**config.mk**
```make
export PLATFORM = sky130hd
export DESIGN_NAME = gpf_ctrl
export DESIGN_NICKNAME = d
export VERILOG_FILES = /design/src/rtl/core/gpf_pkg.sv /design/src/rtl/core/gpf_ctrl.sv
export SDC_FILE = /design/constraint.sdc
export NUM_CORES = 1
export LEC_CHECK = 0
export ABC_AREA = 0
export BUFFER_PORTS_ARGS = -buffer_cell sky130_fd_sc_hd__buf_2
export CORE_MARGIN = 2
export CORE_UTILIZATION = 31
export CTS_CLUSTER_SIZE = 14
export DETAILED_ROUTE_END_ITERATION = 7
export GPL_TIMING_DRIVEN = 1
export SETUP_SLACK_MARGIN = 0.15
export SYNTH_ARGS = -nofsm -noshare
export SYNTH_HDL_FRONTEND = slang
export SYNTH_SLANG_ARGS = --single-unit
```
**constraint.sdc**
```tcl
create_clock -name clk -period 1.6 [get_ports clk]
set_clock_uncertainty 0.15 [all_clocks]
set_input_delay 0.32 -clock clk [delete_from_list [all_inputs] [get_ports clk]]
set_output_delay 0.32 -clock clk [all_outputs]
set_load 0.01 [all_outputs]
```
**src/rtl/core/gpf_pkg.sv**
```systemverilog
// Types, constants and helper functions of the Gaussian pair force block.
package gpf_pkg;

  localparam int FRAC_BITS  = 16;
  localparam int RX_W       = FRAC_BITS + 5;
  localparam int T_W        = FRAC_BITS + 8;
  localparam int A_W        = 36;
  localparam int SQRT_STEPS = 32;
  localparam int DIV_STEPS  = 32;
  localparam int CNT_W      = 5;
  localparam int CFG_IDX_W  = 3;

  localparam logic [31:0] LOG2E_Q30 = 32'd1549082005;
  localparam logic [31:0] LN2_Q30   = 32'd744261118;
  localparam logic [30:0] Q30_ONE   = 31'h4000_0000;
  localparam logic [63:0] RX_LIMIT  = 64'd16 << FRAC_BITS;
  localparam logic [63:0] T_LIMIT   = 64'd64 << FRAC_BITS;
  localparam logic [32:0] W_LIMIT   = {33{1'b1}};
  localparam logic [3:0]  K_START   = 4'd9;

  typedef enum logic [CFG_IDX_W-1:0] {
    REG_CUT_SQ,
    REG_CENTER,
    REG_INV_SIGMA,
    REG_PREFACTOR,
    REG_OFFSET,
    REG_ENERGY_EN
  } cfg_reg_t;

  typedef struct packed {
    logic [31:0]        cut_sq;
    logic [30:0]        center_distance;
    logic [30:0]        inv_sigma;
    logic signed [31:0] prefactor;
    logic signed [31:0] energy_offset;
    logic               energy_enable;
  } cfg_t;

  typedef struct packed {
    logic signed [31:0] disp_x;
    logic signed [31:0] disp_y;
    logic signed [31:0] disp_z;
    logic               last_neighbor;
  } in_item_t;

  typedef struct packed {
    logic signed [31:0] pair_fx;
    logic signed [31:0] pair_fy;
    logic signed [31:0] pair_fz;
    logic signed [31:0] pair_energy;
    logic               in_range;
    logic signed [47:0] sum_fx;
    logic signed [47:0] sum_fy;
    logic signed [47:0] sum_fz;
    logic               sum_final;
  } out_item_t;

  typedef enum logic [5:0] {
    OP_NOP, OP_LOAD, OP_SQX, OP_SQY, OP_SQZ, OP_SQADD, OP_CMP, OP_SQRT,
    OP_DIFF, OP_RXMUL, OP_RX, OP_TMUL, OP_T, OP_YMUL, OP_Y, OP_ZMUL, OP_Z,
    OP_EMUL1, OP_EMUL2, OP_EUPD, OP_G, OP_UMUL, OP_U, OP_AMUL, OP_A,
    OP_WMUL1, OP_WMUL2, OP_W, OP_FXMUL, OP_FYMUL, OP_FZMUL, OP_FZ,
    OP_DIVINIT, OP_DIV, OP_FIN, OP_ACC
  } dp_op_t;

  typedef enum logic [5:0] {
    S_IDLE, S_SQX, S_SQY, S_SQZ, S_SQADD, S_CMP, S_SQRT, S_DIFF, S_RXMUL,
    S_RX, S_TMUL, S_T, S_YMUL, S_Y, S_ZMUL, S_Z, S_EMUL1, S_EMUL2, S_EUPD,
    S_G, S_UMUL, S_U, S_AMUL, S_A, S_WMUL1, S_WMUL2, S_W, S_FXMUL, S_FYMUL,
    S_FZMUL, S_FZ, S_DIVINIT, S_DIV, S_FIN, S_ACC
  } gpf_state_t;

  typedef struct packed {
    dp_op_t     op;
    logic [3:0] k;
  } dp_cmd_t;

  typedef struct packed {
    logic hit;
    logic r_zero;
  } dp_stat_t;

  // floor(2^32 / k), with k = 1 held just below 2^32; one correction step
  // after the multiply recovers the exact quotient.
  function automatic logic [31:0] k_recip(input logic [3:0] k);
    logic [31:0] v;
    case (k)
      4'd2:    v = 32'h8000_0000;
      4'd3:    v = 32'h5555_5555;
      4'd4:    v = 32'h4000_0000;
      4'd5:    v = 32'h3333_3333;
      4'd6:    v = 32'h2AAA_AAAA;
      4'd7:    v = 32'h2492_4924;
      4'd8:    v = 32'h2000_0000;
      4'd9:    v = 32'h1C71_C71C;
      default: v = 32'hFFFF_FFFF;
    endcase
    return v;
  endfunction

endpackage

```
**src/rtl/core/gpf_ctrl.sv**
```systemverilog
// Sequencer of the Gaussian pair force block: steps the datapath per item.
module gpf_ctrl import gpf_pkg::*; (
  input  logic     clk,
  input  logic     rst_n,
  input  logic     in_valid,
  output logic     in_ready,
  output logic     out_valid,
  input  logic     out_ready,
  input  dp_stat_t stat,
  output dp_cmd_t  cmd
);

  gpf_state_t       state_r, state_nxt;
  logic [CNT_W-1:0] cnt_r, cnt_nxt;
  logic [3:0]       k_r, k_nxt;
  logic             out_valid_r, out_valid_nxt;

  always_ff @(posedge clk) begin
    if (!rst_n) begin
      state_r     <= S_IDLE;
      cnt_r       <= '0;
      k_r         <= K_START;
      out_valid_r <= 1'b0;
    end else begin
      state_r     <= state_nxt;
      cnt_r       <= cnt_nxt;
      k_r         <= k_nxt;
      out_valid_r <= out_valid_nxt;
    end
  end

  always_comb begin
    state_nxt     = state_r;
    cnt_nxt       = cnt_r;
    k_nxt         = k_r;
    out_valid_nxt = out_valid_r && !out_ready;
    in_ready      = 1'b0;
    cmd.op        = OP_NOP;
    cmd.k         = k_r;
    case (state_r)
      S_IDLE: begin
        in_ready = 1'b1;
        if (in_valid) begin
          cmd.op    = OP_LOAD;
          state_nxt = S_SQX;
        end
      end
      S_SQX:   begin cmd.op = OP_SQX;   state_nxt = S_SQY;   end
      S_SQY:   begin cmd.op = OP_SQY;   state_nxt = S_SQZ;   end
      S_SQZ:   begin cmd.op = OP_SQZ;   state_nxt = S_SQADD; end
      S_SQADD: begin cmd.op = OP_SQADD; state_nxt = S_CMP;   end
      S_CMP: begin
        cmd.op    = OP_CMP;
        cnt_nxt   = '0;
        // An out-of-range item still reports its running sums.
        state_nxt = stat.hit ? S_SQRT : S_ACC;
      end
      S_SQRT: begin
        cmd.op  = OP_SQRT;
        cnt_nxt = cnt_r + 1'b1;
        if (cnt_r == CNT_W'(SQRT_STEPS - 1)) state_nxt = S_DIFF;
      end
      S_DIFF:  begin cmd.op = OP_DIFF;  state_nxt = S_RXMUL; end
      S_RXMUL: begin cmd.op = OP_RXMUL; state_nxt = S_RX;    end
      S_RX:    begin cmd.op = OP_RX;    state_nxt = S_TMUL;  end
      S_TMUL:  begin cmd.op = OP_TMUL;  state_nxt = S_T;     end
      S_T:     begin cmd.op = OP_T;     state_nxt = S_YMUL;  end
      S_YMUL:  begin cmd.op = OP_YMUL;  state_nxt = S_Y;     end
      S_Y:     begin cmd.op = OP_Y;     state_nxt = S_ZMUL;  end
      S_ZMUL:  begin cmd.op = OP_ZMUL;  state_nxt = S_Z;     end
      S_Z: begin
        cmd.op    = OP_Z;
        k_nxt     = K_START;
        state_nxt = S_EMUL1;
      end
      S_EMUL1: begin cmd.op = OP_EMUL1; state_nxt = S_EMUL2; end
      S_EMUL2: begin cmd.op = OP_EMUL2; state_nxt = S_EUPD;  end
      S_EUPD: begin
        cmd.op = OP_EUPD;
        if (k_r == 4'd1) begin
          state_nxt = S_G;
        end else begin
          k_nxt     = k_r - 1'b1;
          state_nxt = S_EMUL1;
        end
      end
      S_G:     begin cmd.op = OP_G;     state_nxt = S_UMUL;  end
      S_UMUL:  begin cmd.op = OP_UMUL;  state_nxt = S_U;     end
      S_U:     begin cmd.op = OP_U;     state_nxt = S_AMUL;  end
      S_AMUL:  begin cmd.op = OP_AMUL;  state_nxt = S_A;     end
      S_A:     begin cmd.op = OP_A;     state_nxt = S_WMUL1; end
      S_WMUL1: begin cmd.op = OP_WMUL1; state_nxt = S_WMUL2; end
      S_WMUL2: begin cmd.op = OP_WMUL2; state_nxt = S_W;     end
      S_W:     begin cmd.op = OP_W;     state_nxt = S_FXMUL; end
      S_FXMUL: begin cmd.op = OP_FXMUL; state_nxt = S_FYMUL; end
      S_FYMUL: begin cmd.op = OP_FYMUL; state_nxt = S_FZMUL; end
      S_FZMUL: begin cmd.op = OP_FZMUL; state_nxt = S_FZ;    end
      S_FZ:    begin cmd.op = OP_FZ;    state_nxt = S_DIVINIT; end
      S_DIVINIT: begin
        cmd.op    = OP_DIVINIT;
        cnt_nxt   = '0;
        state_nxt = S_DIV;
      end
      S_DIV: begin
        cmd.op  = OP_DIV;
        cnt_nxt = cnt_r + 1'b1;
        if (cnt_r == CNT_W'(DIV_STEPS - 1)) state_nxt = S_FIN;
      end
      S_FIN: begin cmd.op = OP_FIN; state_nxt = S_ACC; end
      S_ACC: begin
        if (!out_valid_r || out_ready) begin
          cmd.op        = OP_ACC;
          out_valid_nxt = 1'b1;
          state_nxt     = S_IDLE;
        end
      end
      default: state_nxt = S_IDLE;
    endcase
  end

  assign out_valid = out_valid_r;

endmodule

```
==> reports/results.ini <==
[run_status]
status = finished, violations left
violations = negative setup slack

[pwr]
leakagePower_nw = 0.7341
power_switching_mw = 0.4658
total_power_mw = 1.271
p_per_area_mw_per_mm2 = 754.9
clock_power_share_pct = 17.7
p_int_mw = 0.8055
combPwrFrac_pct = 48.3
sw_frac_of_total_pct = 36.64
irDropWorstVdd_uv = 258.2
seqPwrFrac_pct = 34.0

[setup_path]
r2r_slack_ps = -230
startpoint = state_r[3]
reg2reg_depth = 11
worst-path-buf-inv = 1
r2r-end = state_r[3]
critical_path_class = flip-flop to output pin
arrival_ps = 1610
cp_top_family = simple AND/OR/NAND/NOR gates
cpPeakStageDelay_ps = 570
required_ps = 1130
path_max_fanout = 4
startpoint_type = flip-flop
path_cells = or4_4 -> a21oi_4 -> o31ai_2 -> nand2_1 -> buf_2
crit_cells = 5
endpoint = cmd[4]
crit_slowest_cell = or4_4
r2r-start = state_r[2]
end_kind = output pin

[global_route]
overflow = 0
grtUsageTotal_pct = 16.59
grt_first_pass_wirelength_microns = 5319
grt_start_max_net_pins = 19
antenna_found_initial = 0
grt_pass1_vias = 1198

[timing]
tightest_slew_ps = 485.6
period_share_pct = 130.1
period_minus_slack_ps = 2082
finalSetupViolations = 21
final_max_slew_viol_count = 0
rsz0062_at_grt = true
hold_viol = 0
max_slew_margin_pct = 67.33
fin_ws_ps = -482.3
fmax_mhz = 480.2

[clock_network]
cts_buffers = 3
cts_tree = built
cts_buffer_depth = 2
clock-sinks = 16
insertion_delay_ps = 280
clkTransAtPathRegs_ps = 100
htree_levels = 1
cts_hold_buffers = 0
cts_root_buf = clkbuf_4

[yosys]
yosysWarningCount = 0
syn_area_per_cell_sq_um = 7.930
synthFlopType = dfxtp_1
syn_area_sq_mm = 0.001079
synth_edf_count = 0
ys_ff_latch = 16
synthDistinctLibCells = 44
ys_seq_area_share_pct = 29.70
syn_inst = 136
async_reset_ff_share_pct = 0
synth_fp_nets = 146

[route]
initialDrtViolationCount = 63
viasPerCell = 5.290
wl_per_cell_microns = 14.95
drt-pass1-iter-count = 5
wirelength_microns = 3303
remaining_drc_errors = 0
vias = 1169
ant_nets = 0

[floorplan]
row_count = 21
start_util_pct = 32.32
die_h_microns = 62.99
die_w_microns = 62.99
ioPinCount = 18
coreArea_sq_mm = 0.003337
die_area_sq_mm = 0.003967

[flow_run]
cap_violations = 0

[final_layout]
synthToLayoutAreaGrowth_pct = 56.15
layout_common_cells = 16 x buf_2, 16 x buf_4, 11 x buf_6
nets = 186
diodes = 0
fin_util_pct = 50.47
layout-drive-gt1-share_pct = 55.43
design_area_sq_mm = 0.001684

[placed_design]
post_dp_cell_area_sq_mm = 0.001358
port_buffers = 16
dp_hpwl_microns = 2095
gp_congestion = 0.7486

[worst_hold_path]
hold_path_class = input port to flip-flop

[layout make-up]
type / count / area [sq um]
fill: 328 / 1653
multi-input combinational: 105 / 873.3
timing repair buffer: 46 / 379.1
sequential: 16 / 332.8
tap: 46 / 57.56
clock buffer: 4 / 26.28
inverter: 4 / 15.01
[cell usage after synthesis (all sizes together) (2+ instances only)]
cell type  instances  area [sq um]
ha                 4         50.05
nor3               5         25.02
inv                4         15.01
o21ai              7         35.03
nor2               9         33.78
nand2             12         45.04
a21oi              6         33.78
clkbuf             3         11.26
nor4               3         25.02
nor3b              4         35.03
dfxtp             16         320.3
a22oi              3         22.52
xor2               5         43.79
xnor2              2         17.52
buf                8         43.79
nor2b              4         25.02
and3               7         43.79
o31ai              2         15.01
o211a              2         20.02
nand4              5         31.28
o22ai              2         12.51
nand3              7         35.03
[power groups by stage]
stage          logic [mW]  registers [mW]  clock network [mW]
2_1_floorplan       0.294           0.430                   0
3_3_place_gp        0.434           0.434                   0
3_5_place_dp        0.448           0.435                   0
4_1_cts             0.572           0.430               0.231
5_1_grt             0.652           0.434               0.257
6_report            0.614           0.433               0.225
[per-layer routing]
| layer | global-route usage [%] | up-vias | wire (microns) |
|---|---|---|---|
| li1 | - | 572 | - |
| met1 | 18.63 | 570 | 1367 |
| met2 | 31.38 | 23 | 1776 |
| met3 | 2.883 | 4 | 128 |
| met4 | 5.000 | 0 | 31 |
| met5 | 0 | - | 0 |
[registers in the layout (all words and copies together) (netlist names)]
register / cells
cnt_r: 5
k_r: 4
out_valid: 1
state_r: 6
[metrics by stage]
stage / hold slack (ps) / setup slack, ps / std cells / setup TNS, ps
6_report: 207.4 / -482.3 / 221 / -4231
4_1_cts: 197.3 / -471.2 / 221 / -3476
2_1_floorplan: 292.8 / -65.99 / 136 / -67.55
3_5_place_dp: 319.1 / -193.5 / 205 / -470.2
5_1_grt: 234.6 / -556.2 / 221 / -5538
3_3_place_gp: 300.2 / -182.3 / 205 / -375.4
[how the worst min path moves through the flow]
stage                     depth (start not counted)        end      start  slack, ps
after floorplan                                   2   cnt_r[4]   cnt_r[4]        290
after global placement                            2   cnt_r[4]   cnt_r[4]        300
after CTS                                         3  out_valid  out_ready        200
after global routing                              3  out_valid  out_ready        230
after detailed placement                          2   cnt_r[4]   cnt_r[4]        320
final                                             3  out_valid  out_ready        210
[cell families (layout without fill, tap and decap cells)]
logic type,Yosys count,after routing,share of synthesized area (%)
XOR/XNOR,7,7,5.685
buffers and inverters,15,54,6.496
AND/OR/NAND/NOR,66,66,35.15
multiplexers,1,1,1.044
adder cells (fa/ha/maj),4,4,4.641
AO/OA/AOI/OAI,27,27,17.29
flip-flops,16,16,29.70
[timing repair]
action,4_1_cts,5_1_grt
setup buffers,12,0
pin swaps,35,8
gates resized for setup,40,13
setup endpoints to repair,21,22
cloned,0,0
[worst reg2reg max path, stage by stage (launching register included)]
cell and delay [ps]:
dfxtp_2 350, buf_6 110, buf_12 130, buf_8 130
nand3_2 50, xor2_1 180, nor2_2 50, buf_4 130
buf_6 100, buf_6 100, buf_6 100, and3_4 150
(Power assumes the default switching activity.)
